===== config.mk =====
export PLATFORM = sky130hd
export DESIGN_NAME = dual_axis_blep_oscillator_unit
export DESIGN_NICKNAME = d
export VERILOG_FILES = /design/src/dabo_pkg.sv /design/src/dual_axis_blep_oscillator_unit.sv /design/src/dabo_mdu.sv
export SDC_FILE = /design/constraint.sdc
export NUM_CORES = 2
export LEC_CHECK = 0
export ABC_AREA = 1
export BUFFER_PORTS_ARGS = -buffer_cell sky130_fd_sc_hd__buf_2
export CAP_MARGIN = 20
export CORE_AREA = 2 2 431 433
export DETAILED_ROUTE_END_ITERATION = 8
export DIE_AREA = 0 0 433 435
export GPL_ROUTABILITY_DRIVEN = 0
export GPL_TIMING_DRIVEN = 0
export MAX_ROUTING_LAYER = met4
export PLACE_DENSITY = 0.47
export SLEW_MARGIN = 20
export SYNTH_ARGS = -nofsm -noshare
export SYNTH_HDL_FRONTEND = slang
export SYNTH_HIERARCHICAL = 1
export SYNTH_SLANG_ARGS = --single-unit
export TNS_END_PERCENT = 100

===== constraint.sdc =====
create_clock -name i_clk -period 17.6 [get_ports i_clk]
set_clock_uncertainty 0.1 [all_clocks]
set_input_delay 1.76 -clock i_clk [delete_from_list [all_inputs] [get_ports i_clk]]
set_output_delay 1.76 -clock i_clk [all_outputs]
set_load 0.1 [all_outputs]

===== src/dabo_pkg.sv =====
// Shared types and constants of the dual-axis oscillator.
`default_nettype none
package dabo_pkg;

    localparam int unsigned OP_BITS  = 32;
    localparam int unsigned CNT_BITS = $clog2(OP_BITS);

    // Request to the shared serial multiply/divide unit.
    typedef struct packed {
        logic start;
        logic div;
    } t_mdu_req;

    localparam logic [2:0] WAVE_SINE  = 3'd0;
    localparam logic [2:0] WAVE_TRI   = 3'd1;
    localparam logic [2:0] WAVE_SAW   = 3'd2;
    localparam logic [2:0] WAVE_RAMP  = 3'd3;
    localparam logic [2:0] WAVE_PULSE = 3'd4;
    localparam logic [2:0] WAVE_NOISE = 3'd5;
    localparam logic [2:0] WAVE_HOLD  = 3'd6;
    localparam logic [2:0] WAVE_OFF   = 3'd7;

    localparam logic [7:0] REG_INC_X   = 8'd0;
    localparam logic [7:0] REG_INC_Y   = 8'd1;
    localparam logic [7:0] REG_OFF_Y   = 8'd2;
    localparam logic [7:0] REG_WAVE    = 8'd3;
    localparam logic [7:0] REG_WIDTH_X = 8'd4;
    localparam logic [7:0] REG_WIDTH_Y = 8'd5;
    localparam logic [7:0] REG_SYNC    = 8'd6;
    localparam logic [7:0] REG_BLANK   = 8'd7;

    localparam logic signed [35:0] V_ONE      = 36'sh1_0000_0000;
    localparam logic [31:0]        HALF_PI    = 32'd1686629713;
    localparam logic [31:0]        Q30        = 32'h4000_0000;
    localparam logic [15:0]        WIDTH_MIN  = 16'd1311;
    localparam logic [15:0]        WIDTH_MAX  = 16'd64225;
    localparam logic [15:0]        WIDTH_RST  = 16'd32768;
    localparam logic [31:0]        NOISE_SEED = 32'h1D87_2B41;
    localparam logic [31:0]        NOISE_TAPS = 32'h8020_0003;
    localparam logic [2:0]         SINE_LAST  = 3'd4;

endpackage
`default_nettype wire


===== src/dual_axis_blep_oscillator_unit.sv =====
// Top level of the dual-axis polyBLEP deflection oscillator.
//
// Channel | Direction | Handshake                  | Payload
// --------+-----------+----------------------------+---------------------------------
// in      | in        | i_in_valid / o_in_ready    | i_sample_duration, i_frame_end
// out     | out       | o_out_valid / i_out_ready  | o_x_value, o_y_value, o_beam_on,
//         |           |                            | o_duration_out, o_frame_last
// cfg     | in        | i_cfg_valid / o_cfg_ready  | i_cfg_index, i_cfg_data
//
// One request is worked at a time by a sequencer around one bit-serial multiply/
// divide unit. Triangle, noise, hold and silent use no arithmetic, saw and ramp use
// it only near an edge, pulse near either of its edges, and sine for eight
// multiplies and five divides.
// Reset is synchronous and active low; it restores state registers and the noise seed.
// A new request is taken while the previous result waits in the output register;
// a stalled output holds the sequencer only at its final step.
`default_nettype none
module dual_axis_blep_oscillator_unit (
    input  wire logic               i_clk,
    input  wire logic               i_rst_n,
    input  wire logic               i_in_valid,
    output logic                    o_in_ready,
    input  wire logic [31:0]        i_sample_duration,
    input  wire logic               i_frame_end,
    output logic                    o_out_valid,
    input  wire logic               i_out_ready,
    output logic signed [15:0]      o_x_value,
    output logic signed [15:0]      o_y_value,
    output logic                    o_beam_on,
    output logic [31:0]             o_duration_out,
    output logic                    o_frame_last,
    input  wire logic               i_cfg_valid,
    output logic                    o_cfg_ready,
    input  wire logic [7:0]         i_cfg_index,
    input  wire logic [31:0]        i_cfg_data
);
    localparam logic [3:0] S_IDLE   = 4'd0;
    localparam logic [3:0] S_AXIS   = 4'd1;
    localparam logic [3:0] S_BLEP   = 4'd2;
    localparam logic [3:0] S_BDIV   = 4'd3;
    localparam logic [3:0] S_BMUL   = 4'd4;
    localparam logic [3:0] S_SIN_TH = 4'd5;
    localparam logic [3:0] S_SIN_T2 = 4'd6;
    localparam logic [3:0] S_SIN_M  = 4'd7;
    localparam logic [3:0] S_SIN_D  = 4'd8;
    localparam logic [3:0] S_SIN_S  = 4'd9;
    localparam logic [3:0] S_FINISH = 4'd10;
    localparam logic [3:0] S_SYNC   = 4'd11;
    localparam logic [3:0] S_OUT    = 4'd12;

    // Round to nearest and saturate a Q32 value to a Q1.15 code.
    function automatic logic [15:0] to_code(input logic signed [35:0] x);
        logic signed [35:0] r;
        r = (x + 36'sd65536) >>> 17;
        if (r > 36'sd32767) begin
            return 16'h7FFF;
        end else if (r < -36'sd32768) begin
            return 16'h8000;
        end
        return r[15:0];
    endfunction

    function automatic logic [31:0] sine_div(input logic [2:0] i);
        case (i)
            3'd0:    return 32'd110;
            3'd1:    return 32'd72;
            3'd2:    return 32'd42;
            3'd3:    return 32'd20;
            default: return 32'd6;
        endcase
    endfunction

    // Configuration
    logic [31:0] r_inc_x, r_inc_y, r_off_y;
    logic [5:0]  r_wave;
    logic [15:0] r_width_x, r_width_y;
    logic        r_sync, r_blank_en;

    // Oscillator state
    logic [31:0] r_phase_x, r_phase_y;
    logic [15:0] r_hold_x, r_hold_y;
    logic [31:0] r_lfsr;

    // Sequencer
    logic [3:0]  r_state, n_state;
    logic        r_ax;
    logic        r_bany;
    logic [31:0] r_p;
    logic signed [35:0] r_v;
    logic [31:0] r_th, r_t2;
    logic [2:0]  r_i;
    logic [1:0]  r_quad;
    logic        r_bsel, r_bneg, r_wx;
    logic [15:0] r_xcode, r_ycode;
    logic [31:0] r_dur;
    logic        r_frame;
    logic        r_out_valid;

    // Shared arithmetic
    dabo_pkg::t_mdu_req mdu_req;
    logic [31:0] mdu_a, mdu_b, mdu_c;
    logic [63:0] mdu_res;
    logic        mdu_done;

    dabo_mdu u_mdu (
        .i_clk    (i_clk),
        .i_rst_n  (i_rst_n),
        .i_req    (mdu_req),
        .i_op_a   (mdu_a),
        .i_op_b   (mdu_b),
        .i_op_c   (mdu_c),
        .o_result (mdu_res),
        .o_done   (mdu_done)
    );

    // Per-axis view
    logic [2:0]  cur_wave;
    logic [31:0] cur_inc;
    logic [15:0] cur_width, wclamp;
    logic [31:0] w32;
    logic [31:0] lfsr_nx;
    logic signed [35:0] noise_v;
    logic [9:0]  sin_idx;
    logic [10:0] sin_r;
    logic [32:0] tri_d, tri_abs;
    logic [31:0] bt;
    logic [32:0] bsum;
    logic        b_lo, b_hi, b_near;
    logic [31:0] bq, bqq;
    logic signed [35:0] bval;
    logic        b_sub;
    logic        b_more;
    logic [31:0] acc_new;
    logic [32:0] ph_next;
    logic [15:0] fin_code;
    logic        out_free;

    always_comb begin
        cur_wave  = r_ax ? r_wave[5:3] : r_wave[2:0];
        cur_inc   = r_ax ? r_inc_y : r_inc_x;
        cur_width = r_ax ? r_width_y : r_width_x;
        if (cur_width < dabo_pkg::WIDTH_MIN) begin
            wclamp = dabo_pkg::WIDTH_MIN;
        end else if (cur_width > dabo_pkg::WIDTH_MAX) begin
            wclamp = dabo_pkg::WIDTH_MAX;
        end else begin
            wclamp = cur_width;
        end
        w32 = {wclamp, 16'd0};

        lfsr_nx = {1'b0, r_lfsr[31:1]} ^ (r_lfsr[0] ? dabo_pkg::NOISE_TAPS : 32'd0);
        noise_v = $signed({3'b000, lfsr_nx, 1'b0}) - dabo_pkg::V_ONE;

        // Quarter-wave fold of the table index
        sin_idx = r_p[31:22];
        sin_r   = {1'b0, sin_idx[7:0], 2'b00};
        if (sin_idx[8]) begin
            sin_r = 11'd1024 - sin_r;
        end

        tri_d   = {1'b0, r_p} - 33'h0_8000_0000;
        tri_abs = tri_d[32] ? (33'd0 - tri_d) : tri_d;

        // Edge test for the current correction term
        bt     = r_bsel ? (r_p - w32) : r_p;
        bsum   = {1'b0, bt} + {1'b0, cur_inc};
        b_lo   = bt < cur_inc;
        b_hi   = bsum > 33'h1_0000_0000;
        b_near = b_lo || b_hi;

        bq  = r_th;
        bqq = mdu_res[63:32];
        if (r_bneg) begin
            bval = $signed({4'b0000, bqq}) - $signed({3'b000, bq, 1'b0}) + dabo_pkg::V_ONE;
        end else begin
            bval = $signed({3'b000, bq, 1'b0}) - $signed({4'b0000, bqq}) - dabo_pkg::V_ONE;
        end
        b_sub  = (cur_wave == dabo_pkg::WAVE_SAW) ||
                 ((cur_wave == dabo_pkg::WAVE_PULSE) && !r_bsel);
        b_more = (cur_wave == dabo_pkg::WAVE_PULSE) && !r_bsel;

        acc_new = dabo_pkg::Q30 - mdu_res[31:0];

        ph_next  = {1'b0, (r_ax ? r_phase_y : r_phase_x)} + {1'b0, cur_inc};
        fin_code = (cur_wave == dabo_pkg::WAVE_HOLD) ? (r_ax ? r_hold_y : r_hold_x)
                                                     : to_code(r_v);
        out_free = !r_out_valid || i_out_ready;
    end

    // Operation requests to the multiply/divide unit
    always_comb begin
        mdu_req = '0;
        mdu_a   = '0;
        mdu_b   = '0;
        mdu_c   = '0;
        case (r_state)
            S_AXIS: begin
                if (cur_wave == dabo_pkg::WAVE_SINE) begin
                    mdu_req.start = 1'b1;
                    mdu_a = dabo_pkg::HALF_PI;
                    mdu_b = {21'd0, sin_r};
                end
            end
            S_BLEP: begin
                if (b_near) begin
                    mdu_req = '{start: 1'b1, div: 1'b1};
                    mdu_a = b_lo ? bt : (32'd0 - bt);
                    mdu_b = cur_inc;
                end
            end
            S_BDIV: begin
                if (mdu_done) begin
                    mdu_req.start = 1'b1;
                    mdu_a = mdu_res[31:0];
                    mdu_b = mdu_res[31:0];
                end
            end
            S_SIN_TH: begin
                if (mdu_done) begin
                    mdu_req.start = 1'b1;
                    mdu_a = mdu_res[41:10];
                    mdu_b = mdu_res[41:10];
                end
            end
            S_SIN_T2: begin
                if (mdu_done) begin
                    mdu_req.start = 1'b1;
                    mdu_a = mdu_res[61:30];
                    mdu_b = dabo_pkg::Q30;
                end
            end
            S_SIN_M: begin
                if (mdu_done) begin
                    mdu_req = '{start: 1'b1, div: 1'b1};
                    mdu_c = mdu_res[61:30];
                    mdu_b = sine_div(r_i);
                end
            end
            S_SIN_D: begin
                if (mdu_done) begin
                    mdu_req.start = 1'b1;
                    mdu_a = (r_i == dabo_pkg::SINE_LAST) ? r_th : r_t2;
                    mdu_b = acc_new;
                end
            end
            default: begin
                mdu_req = '0;
            end
        endcase
    end

    always_comb begin
        n_state = r_state;
        unique case (r_state)
            S_IDLE: begin
                if (i_in_valid) n_state = S_AXIS;
            end
            S_AXIS: begin
                case (cur_wave) inside
                    dabo_pkg::WAVE_SINE:  n_state = S_SIN_TH;
                    dabo_pkg::WAVE_SAW, dabo_pkg::WAVE_RAMP,
                    dabo_pkg::WAVE_PULSE: n_state = S_BLEP;
                    default:              n_state = S_FINISH;
                endcase
            end
            S_BLEP: begin
                if (b_near) begin
                    n_state = S_BDIV;
                end else if (!b_more) begin
                    n_state = S_FINISH;
                end
            end
            S_BDIV:   if (mdu_done) n_state = S_BMUL;
            S_BMUL:   if (mdu_done) n_state = b_more ? S_BLEP : S_FINISH;
            S_SIN_TH: if (mdu_done) n_state = S_SIN_T2;
            S_SIN_T2: if (mdu_done) n_state = S_SIN_M;
            S_SIN_M:  if (mdu_done) n_state = S_SIN_D;
            S_SIN_D: begin
                if (mdu_done) n_state = (r_i == dabo_pkg::SINE_LAST) ? S_SIN_S : S_SIN_M;
            end
            S_SIN_S:  if (mdu_done) n_state = S_FINISH;
            S_FINISH: n_state = r_ax ? S_OUT : S_SYNC;
            S_SYNC:   n_state = S_AXIS;
            S_OUT:    if (out_free) n_state = S_IDLE;
            default:  n_state = S_IDLE;
        endcase
    end

    // Control, configuration and oscillator state
    always_ff @(posedge i_clk) begin
        if (!i_rst_n) begin
            r_state     <= S_IDLE;
            r_inc_x     <= '0;
            r_inc_y     <= '0;
            r_off_y     <= '0;
            r_wave      <= '0;
            r_width_x   <= dabo_pkg::WIDTH_RST;
            r_width_y   <= dabo_pkg::WIDTH_RST;
            r_sync      <= 1'b0;
            r_blank_en  <= 1'b0;
            r_phase_x   <= '0;
            r_phase_y   <= '0;
            r_hold_x    <= '0;
            r_hold_y    <= '0;
            r_lfsr      <= dabo_pkg::NOISE_SEED;
            r_ax        <= 1'b0;
            r_bany      <= 1'b0;
            r_out_valid <= 1'b0;
        end else begin
            r_state <= n_state;
            if (i_cfg_valid) begin
                unique case (i_cfg_index)
                    dabo_pkg::REG_INC_X:   r_inc_x    <= i_cfg_data;
                    dabo_pkg::REG_INC_Y:   r_inc_y    <= i_cfg_data;
                    dabo_pkg::REG_OFF_Y:   r_off_y    <= i_cfg_data;
                    dabo_pkg::REG_WAVE:    r_wave     <= i_cfg_data[5:0];
                    dabo_pkg::REG_WIDTH_X: r_width_x  <= i_cfg_data[15:0];
                    dabo_pkg::REG_WIDTH_Y: r_width_y  <= i_cfg_data[15:0];
                    dabo_pkg::REG_SYNC:    r_sync     <= i_cfg_data[0];
                    dabo_pkg::REG_BLANK:   r_blank_en <= i_cfg_data[0];
                    default: ;
                endcase
            end
            // Load a new result, else drop the one just taken
            if ((r_state == S_OUT) && out_free) begin
                r_out_valid <= 1'b1;
            end else if (o_out_valid && i_out_ready) begin
                r_out_valid <= 1'b0;
            end
            case (r_state)
                S_IDLE: begin
                    if (i_in_valid) begin
                        r_ax   <= 1'b0;
                        r_bany <= 1'b0;
                    end
                end
                S_AXIS: begin
                    if (cur_wave == dabo_pkg::WAVE_NOISE) r_lfsr <= lfsr_nx;
                end
                S_BLEP: begin
                    if (b_near) r_bany <= 1'b1;
                end
                S_FINISH: begin
                    // Advance the axis; in hold mode a wrap refreshes its held sample
                    if (r_ax) r_phase_y <= ph_next[31:0];
                    else      r_phase_x <= ph_next[31:0];
                    if (ph_next[32] && (cur_wave == dabo_pkg::WAVE_HOLD)) begin
                        r_lfsr <= lfsr_nx;
                        if (r_ax) r_hold_y <= to_code(noise_v);
                        else      r_hold_x <= to_code(noise_v);
                    end
                end
                S_SYNC: begin
                    // Hard sync restarts Y before it is read
                    r_ax <= 1'b1;
                    if (r_sync && r_wx) begin
                        r_phase_y <= '0;
                        if (r_wave[5:3] == dabo_pkg::WAVE_HOLD) begin
                            r_lfsr   <= lfsr_nx;
                            r_hold_y <= to_code(noise_v);
                        end
                    end
                end
                default: ;
            endcase
        end
    end

    // Datapath, no reset needed
    always_ff @(posedge i_clk) begin
        case (r_state)
            S_IDLE: begin
                if (i_in_valid) begin
                    r_dur   <= i_sample_duration;
                    r_frame <= i_frame_end;
                    r_p     <= r_phase_x;
                end
            end
            S_AXIS: begin
                r_bsel <= 1'b0;
                r_quad <= sin_idx[9:8];
                case (cur_wave)
                    dabo_pkg::WAVE_TRI:
                        r_v <= dabo_pkg::V_ONE - $signed({1'b0, tri_abs, 2'b00});
                    dabo_pkg::WAVE_SAW:
                        r_v <= $signed({3'b000, r_p, 1'b0}) - dabo_pkg::V_ONE;
                    dabo_pkg::WAVE_RAMP:
                        r_v <= dabo_pkg::V_ONE - $signed({3'b000, r_p, 1'b0});
                    dabo_pkg::WAVE_PULSE:
                        r_v <= (r_p < w32) ? dabo_pkg::V_ONE : -dabo_pkg::V_ONE;
                    dabo_pkg::WAVE_NOISE:
                        r_v <= noise_v;
                    default:
                        r_v <= '0;
                endcase
            end
            S_BLEP: begin
                r_bneg <= !b_lo;
                if (!b_near && b_more) r_bsel <= 1'b1;
            end
            S_BDIV: begin
                if (mdu_done) r_th <= mdu_res[31:0];
            end
            S_BMUL: begin
                if (mdu_done) begin
                    r_v <= b_sub ? (r_v - bval) : (r_v + bval);
                    if (b_more) r_bsel <= 1'b1;
                end
            end
            S_SIN_TH: begin
                if (mdu_done) r_th <= mdu_res[41:10];
            end
            S_SIN_T2: begin
                if (mdu_done) begin
                    r_t2 <= mdu_res[61:30];
                    r_i  <= '0;
                end
            end
            S_SIN_D: begin
                if (mdu_done) r_i <= r_i + 1'b1;
            end
            S_SIN_S: begin
                if (mdu_done) begin
                    r_v <= r_quad[1] ? -$signed({2'b00, mdu_res[61:30], 2'b00})
                                     :  $signed({2'b00, mdu_res[61:30], 2'b00});
                end
            end
            S_FINISH: begin
                if (r_ax) begin
                    r_ycode <= fin_code;
                end else begin
                    r_xcode <= fin_code;
                    r_wx    <= ph_next[32];
                end
            end
            S_SYNC: begin
                r_p <= ((r_sync && r_wx) ? 32'd0 : r_phase_y) + r_off_y;
            end
            S_OUT: begin
                if (out_free) begin
                    o_x_value      <= r_xcode;
                    o_y_value      <= r_ycode;
                    o_beam_on      <= !(r_blank_en && r_bany);
                    o_duration_out <= r_dur;
                    o_frame_last   <= r_frame;
                end
            end
            default: ;
        endcase
    end

    assign o_in_ready  = (r_state == S_IDLE);
    assign o_out_valid = r_out_valid;
    assign o_cfg_ready = 1'b1;

    // The blanking flag is only raised by an edge test
    a_bany_src: assert property (@(posedge i_clk) disable iff (!i_rst_n)
        $rose(r_bany) |-> $past(r_state) == S_BLEP)
        else $error("blanking flag set outside edge test");

    // A finished arithmetic operation always finds the sequencer waiting for it
    a_mdu_wait: assert property (@(posedge i_clk) disable iff (!i_rst_n)
        mdu_done |-> (r_state == S_BDIV || r_state == S_BMUL || r_state == S_SIN_TH ||
                      r_state == S_SIN_T2 || r_state == S_SIN_M || r_state == S_SIN_D ||
                      r_state == S_SIN_S))
        else $error("arithmetic result dropped");

    // Y is evaluated only after the sync step
    a_axis_order: assert property (@(posedge i_clk) disable iff (!i_rst_n)
        $rose(r_ax) |-> $past(r_state) == S_SYNC)
        else $error("Y axis entered without sync step");

endmodule
`default_nettype wire


===== src/dabo_mdu.sv =====
// Shared bit-serial unsigned multiplier and restoring divider.
`default_nettype none
module dabo_mdu (
    input  wire logic                i_clk,
    input  wire logic                i_rst_n,
    input  wire dabo_pkg::t_mdu_req  i_req,
    input  wire logic [31:0]         i_op_a,
    input  wire logic [31:0]         i_op_b,
    input  wire logic [31:0]         i_op_c,
    output logic [63:0]              o_result,
    output logic                     o_done
);
    logic [63:0] r_prod;
    logic [31:0] r_b;
    logic [dabo_pkg::CNT_BITS-1:0] r_cnt;
    logic r_busy;
    logic r_div;
    logic r_done;

    logic [32:0] mul_sum;
    logic [32:0] div_sh;
    logic        div_ge;
    logic [32:0] div_rem;

    always_comb begin
        mul_sum = {1'b0, r_prod[63:32]} + (r_prod[0] ? {1'b0, r_b} : 33'd0);
        div_sh  = {r_prod[63:32], r_prod[31]};
        div_ge  = div_sh >= {1'b0, r_b};
        div_rem = div_ge ? (div_sh - {1'b0, r_b}) : div_sh;
    end

    always_ff @(posedge i_clk) begin
        if (!i_rst_n) begin
            r_busy <= 1'b0;
            r_done <= 1'b0;
            r_cnt  <= '0;
        end else begin
            r_done <= r_busy && (r_cnt == dabo_pkg::CNT_BITS'(dabo_pkg::OP_BITS - 1));
            if (i_req.start) begin
                r_busy <= 1'b1;
                r_cnt  <= '0;
            end else if (r_busy) begin
                r_cnt <= r_cnt + 1'b1;
                if (r_cnt == dabo_pkg::CNT_BITS'(dabo_pkg::OP_BITS - 1)) begin
                    r_busy <= 1'b0;
                end
            end
        end
    end

    // One product bit or one quotient bit per cycle.
    always_ff @(posedge i_clk) begin
        if (i_req.start) begin
            r_div  <= i_req.div;
            r_b    <= i_req.div ? i_op_b : i_op_a;
            r_prod <= i_req.div ? {i_op_a, i_op_c} : {32'd0, i_op_b};
        end else if (r_busy) begin
            if (r_div) begin
                r_prod <= {div_rem[31:0], r_prod[30:0], div_ge};
            end else begin
                r_prod <= {mul_sum, r_prod[31:1]};
            end
        end
    end

    assign o_result = r_prod;
    assign o_done   = r_done;
endmodule
`default_nettype wire


==> results.md <==
* Root buffer cell: clkbuf_16
* Die Span Y at 435 microns
* Top_reg_cell synth: edfxtp_1
* Post-Synth Simple-Gate Area at 0.323
* Crit-path slowest cell: o22ai_1
* Critical path class: flip-flop to flip-flop
* XOR/XNOR Fraction of Synth Area at 0.0258
* CTS clock-pin slew for the worst setup and hold paths at 0.06 ns
* # setup viols final at 0
* Hold Buf Count CTS at 0
* Seq cells post-synth at 645
* Routed wl met2 at 113,000 microns
* Min cycle time layout at 10.85 ns
* Largest family of logic cells by synthesized area: simple AND/OR/NAND/NOR gates
* Starting density of the core at 0.298
* Post-Syn Area at 0.0549 sq mm
* DR vias at 59,600
* Crit-path most repeated cell: nand2_1
* Post-Route M1 WL at 111,000 microns
* Die Wd at 433 microns
* Unrepaired setup endpoints after global routing: false
* Wirelength per Cell at 23.4 microns
* Final core occ at 0.336
* Worst-margin pin slew at 1.30 ns
* Synth Area in Compound Gates at 0.169
* Status: complete, no violations
* CTS buffer count at 80
* Synth warn at 6
* Final nets at 9,086
* Syn avg cell area at 6.51 sq um
* Post-synth EDFFs at 367
* Initial antenna violation count at 10
* Crit path largest cell delay at 0.60 ns
* Area growth from synthesis to layout at 12.7%
* Post-route ant nets at 0
* Largest net degree at the start of global routing at 40
* Slew HR at 0.109
* Gr ovfl total at 0
* Class of the worst hold path: flip-flop to flip-flop
* Synthesized net count at 8,844
* Worst-case clock buffer depth at 3
* Port-buffer cells at 145
* CTS tree: done
* DPL Wire Length at 214,000 microns
* Achievable Freq at 92.2 MHz
* FILL cells at 20,300
* Asr flop ratio synth at 0
* TritonRoute pass-1 iters at 9
* Unique masters post-synth at 75
* Max layer used: met4
* Tot GR Track Use at 0.277
* Post-synthesis sequential area ratio at 0.302
* Metal3 WL at 23,500 microns
* Cells after synthesis at 8,434
* Rows at 158
* Clock sink count at 645
* Adder-cell share of the synthesized area at 0.0769
* I/O pin cnt at 147
* Share of cells above drive strength 1 at 0.0716
* CP arrival at 11.19 ns
* Iteration-0 DRC Markers at 7,286
* Period utilisation layout at 0.616
* Total core area at 0.184 sq mm
* Count of pins over their slew limit at 0
* Required @ worst endpoint at 17.94 ns
* DRC errors left at 0
* Post-synthesis mux area share at 0.000547
* H-tree levels at 3
* CP Max Fanout at 39
* Die Area at 0.188 sq mm
* First-pass GRT wire length at 374,000 microns
* Gates resized, CTS repair at 0
* Startpoint Class: flip-flop
* Vias in the first global route at 54,800
* LEAKAGE at 28.5 nW
* Wirelength, routed at 262,000 microns
* Max_cap viols at 0
* Setup repair bufs after CTS at 0
* Final Hold Vio Count at 0
* Clk_lat worst skew at 0.73 ns
* Pwr per Cell Area at 174 mW/mm^2
* Vias per cell at 5.31
* Worst vdd ir at 0.0000923 V
* Setup TNS at 0 ns
* Worst setup EP type: flip-flop
[sequential cells by signal (all words and copies together), names as in the netlist, 32 cells and up]
signal / flops
u_mdu/o_result: 64
r_inc_x: 32
r_off_y: 32
r_p: 32
r_phase_y: 32
r_t2: 32
r_inc_y: 32
bq: 32
u_mdu/r_b: 32
r_phase_x: 32
o_duration_out: 32
r_dur: 32
r_lfsr: 32
r_v: 36
[final timing paths]
| path | end | cells after the start | start | slack, ns |
|---|---|---|---|---|
| hold / removal | o_duration_out[1] | 0 | r_dur[1] | 0.29 |
| setup / recovery | u_mdu/o_result[3] | 45 | r_ax | 6.75 |
| setup reg to reg | u_mdu/o_result[3] | 45 | r_ax | 6.75 |
| hold reg to reg | o_duration_out[1] | 0 | r_dur[1] | 0.29 |
[final cells by class]
| cell class | instances | area (sq um) | area share |
|---|---|---|---|
| Tap cell | 2480 | 3100 | 0.0502 |
| Clock buffer | 110 | 2250 | 0.0363 |
| Multi-Input combinational cell | 6327 | 32700 | 0.529 |
| Clock inverter | 39 | 518 | 0.00837 |
| Timing Repair Buffer | 160 | 1020 | 0.0165 |
| Buffer | 263 | 1140 | 0.0184 |
| Sequential cell | 645 | 16600 | 0.268 |
| Inverter | 1199 | 4500 | 0.0728 |
| Antenna cell | 10 | 25.0 | 0.000405 |
[critical path: cells and delay by family (launching register included)]
family / cells / cell delay (ns)
adder cells (fa/ha/maj): 2 / 0.88
buffers and inverters: 13 / 3.95
AND/OR/NAND/NOR: 25 / 3.48
flip-flops: 1 / 0.52
AO/OA/AOI/OAI: 5 / 1.55
[report_power, final]
part | switching [W] | total [W] | internal [W]
clock network | 0.000741 | 0.00174 | 0.00100
registers | 0.000623 | 0.00265 | 0.00202
logic | 0.00457 | 0.00640 | 0.00183
[per-stage QoR]
stage / cell area (sq um) / hold WS, ns / instances / total power (W) / setup slack, ns
after global routing: 61900 / 0.305 / 11200 / 0.0115 / 6.10
after floorplan: 54900 / 0.300 / 8434 / 0.00647 / 9.02
after global placement: 58700 / 0.300 / 11100 / 0.00879 / 4.31
after CTS: 61800 / 0.282 / 11200 / 0.0106 / 6.93
final: 61900 / 0.289 / 11200 / 0.0108 / 6.75
after detailed placement: 59100 / 0.305 / 11100 / 0.00882 / 7.02
[kinds of logic (layout without fill, tap and decap cells)]
| kind of cell | after synthesis | count (layout) |
|---|---|---|
| XOR/XNOR | 158 | 158 |
| multiplexers | 3 | 3 |
| buffers and inverters | 1462 | 1771 |
| AO/OA/AOI/OAI | 1662 | 1662 |
| AND/OR/NAND/NOR | 4171 | 4171 |
| flip-flops | 645 | 645 |
| other | 1 | 11 |
| adder cells (fa/ha/maj) | 332 | 332 |
[per-layer routing]
| layer | vias up | GRT usage |
|---|---|---|
| met1 | 27900 | 0.360 |
| met3 | 521 | 0.0507 |
| met4 | 0 | 0.141 |
| li1 | 28300 | - |
| met2 | 2916 | 0.409 |
| met5 | - | - |
[cells in the mapped netlist, types with 22 or more instances]
cell / count / area share
o21a_1: 23 / 0.0031
or2_2: 77 / 0.0088
xnor2_1: 57 / 0.0091
o22ai_1: 79 / 0.0090
nand4_1: 108 / 0.012
nand2_2: 42 / 0.0048
nor2_1: 1016 / 0.069
nand2_1: 2166 / 0.15
nor3_1: 76 / 0.0069
o21ai_1: 47 / 0.0043
a31oi_1: 44 / 0.0050
o211ai_1: 64 / 0.0088
clkbuf_1: 188 / 0.013
nor2_2: 42 / 0.0048
edfxtp_1: 367 / 0.20
dfxtp_1: 278 / 0.10
xor2_1: 97 / 0.015
o21ai_0: 745 / 0.068
inv_2: 32 / 0.0022
inv_1: 1161 / 0.079
nand3b_1: 26 / 0.0036
ha_1: 323 / 0.074
a21oi_1: 484 / 0.044
nand3_1: 512 / 0.047
o2111ai_1: 22 / 0.0035
buf_2: 40 / 0.0036
[cell usage in the layout (no fill, tap or decap), types with 21 or more instances in the layout]
master / n
nand2_1: 2165
inv_1: 1161
nor2_1: 1014
o21ai_0: 730
nand3_1: 511
a21oi_1: 483
edfxtp_1: 367
ha_1: 323
dfxtp_1: 278
clkbuf_1: 204
buf_2: 186
nand4_1: 108
xor2_1: 97
clkbuf_16: 83
o22ai_1: 79
or2_2: 77
nor3_1: 76
o211ai_1: 64
o21ai_1: 60
xnor2_1: 57
a31oi_1: 44
nor2_2: 42
nand2_2: 42
inv_2: 32
nand3b_1: 26
o21a_1: 23
o2111ai_1: 22
a21o_1: 21
o221ai_1: 21
a211oi_1: 21
Note: power is estimated with default switching activity, not from simulation.
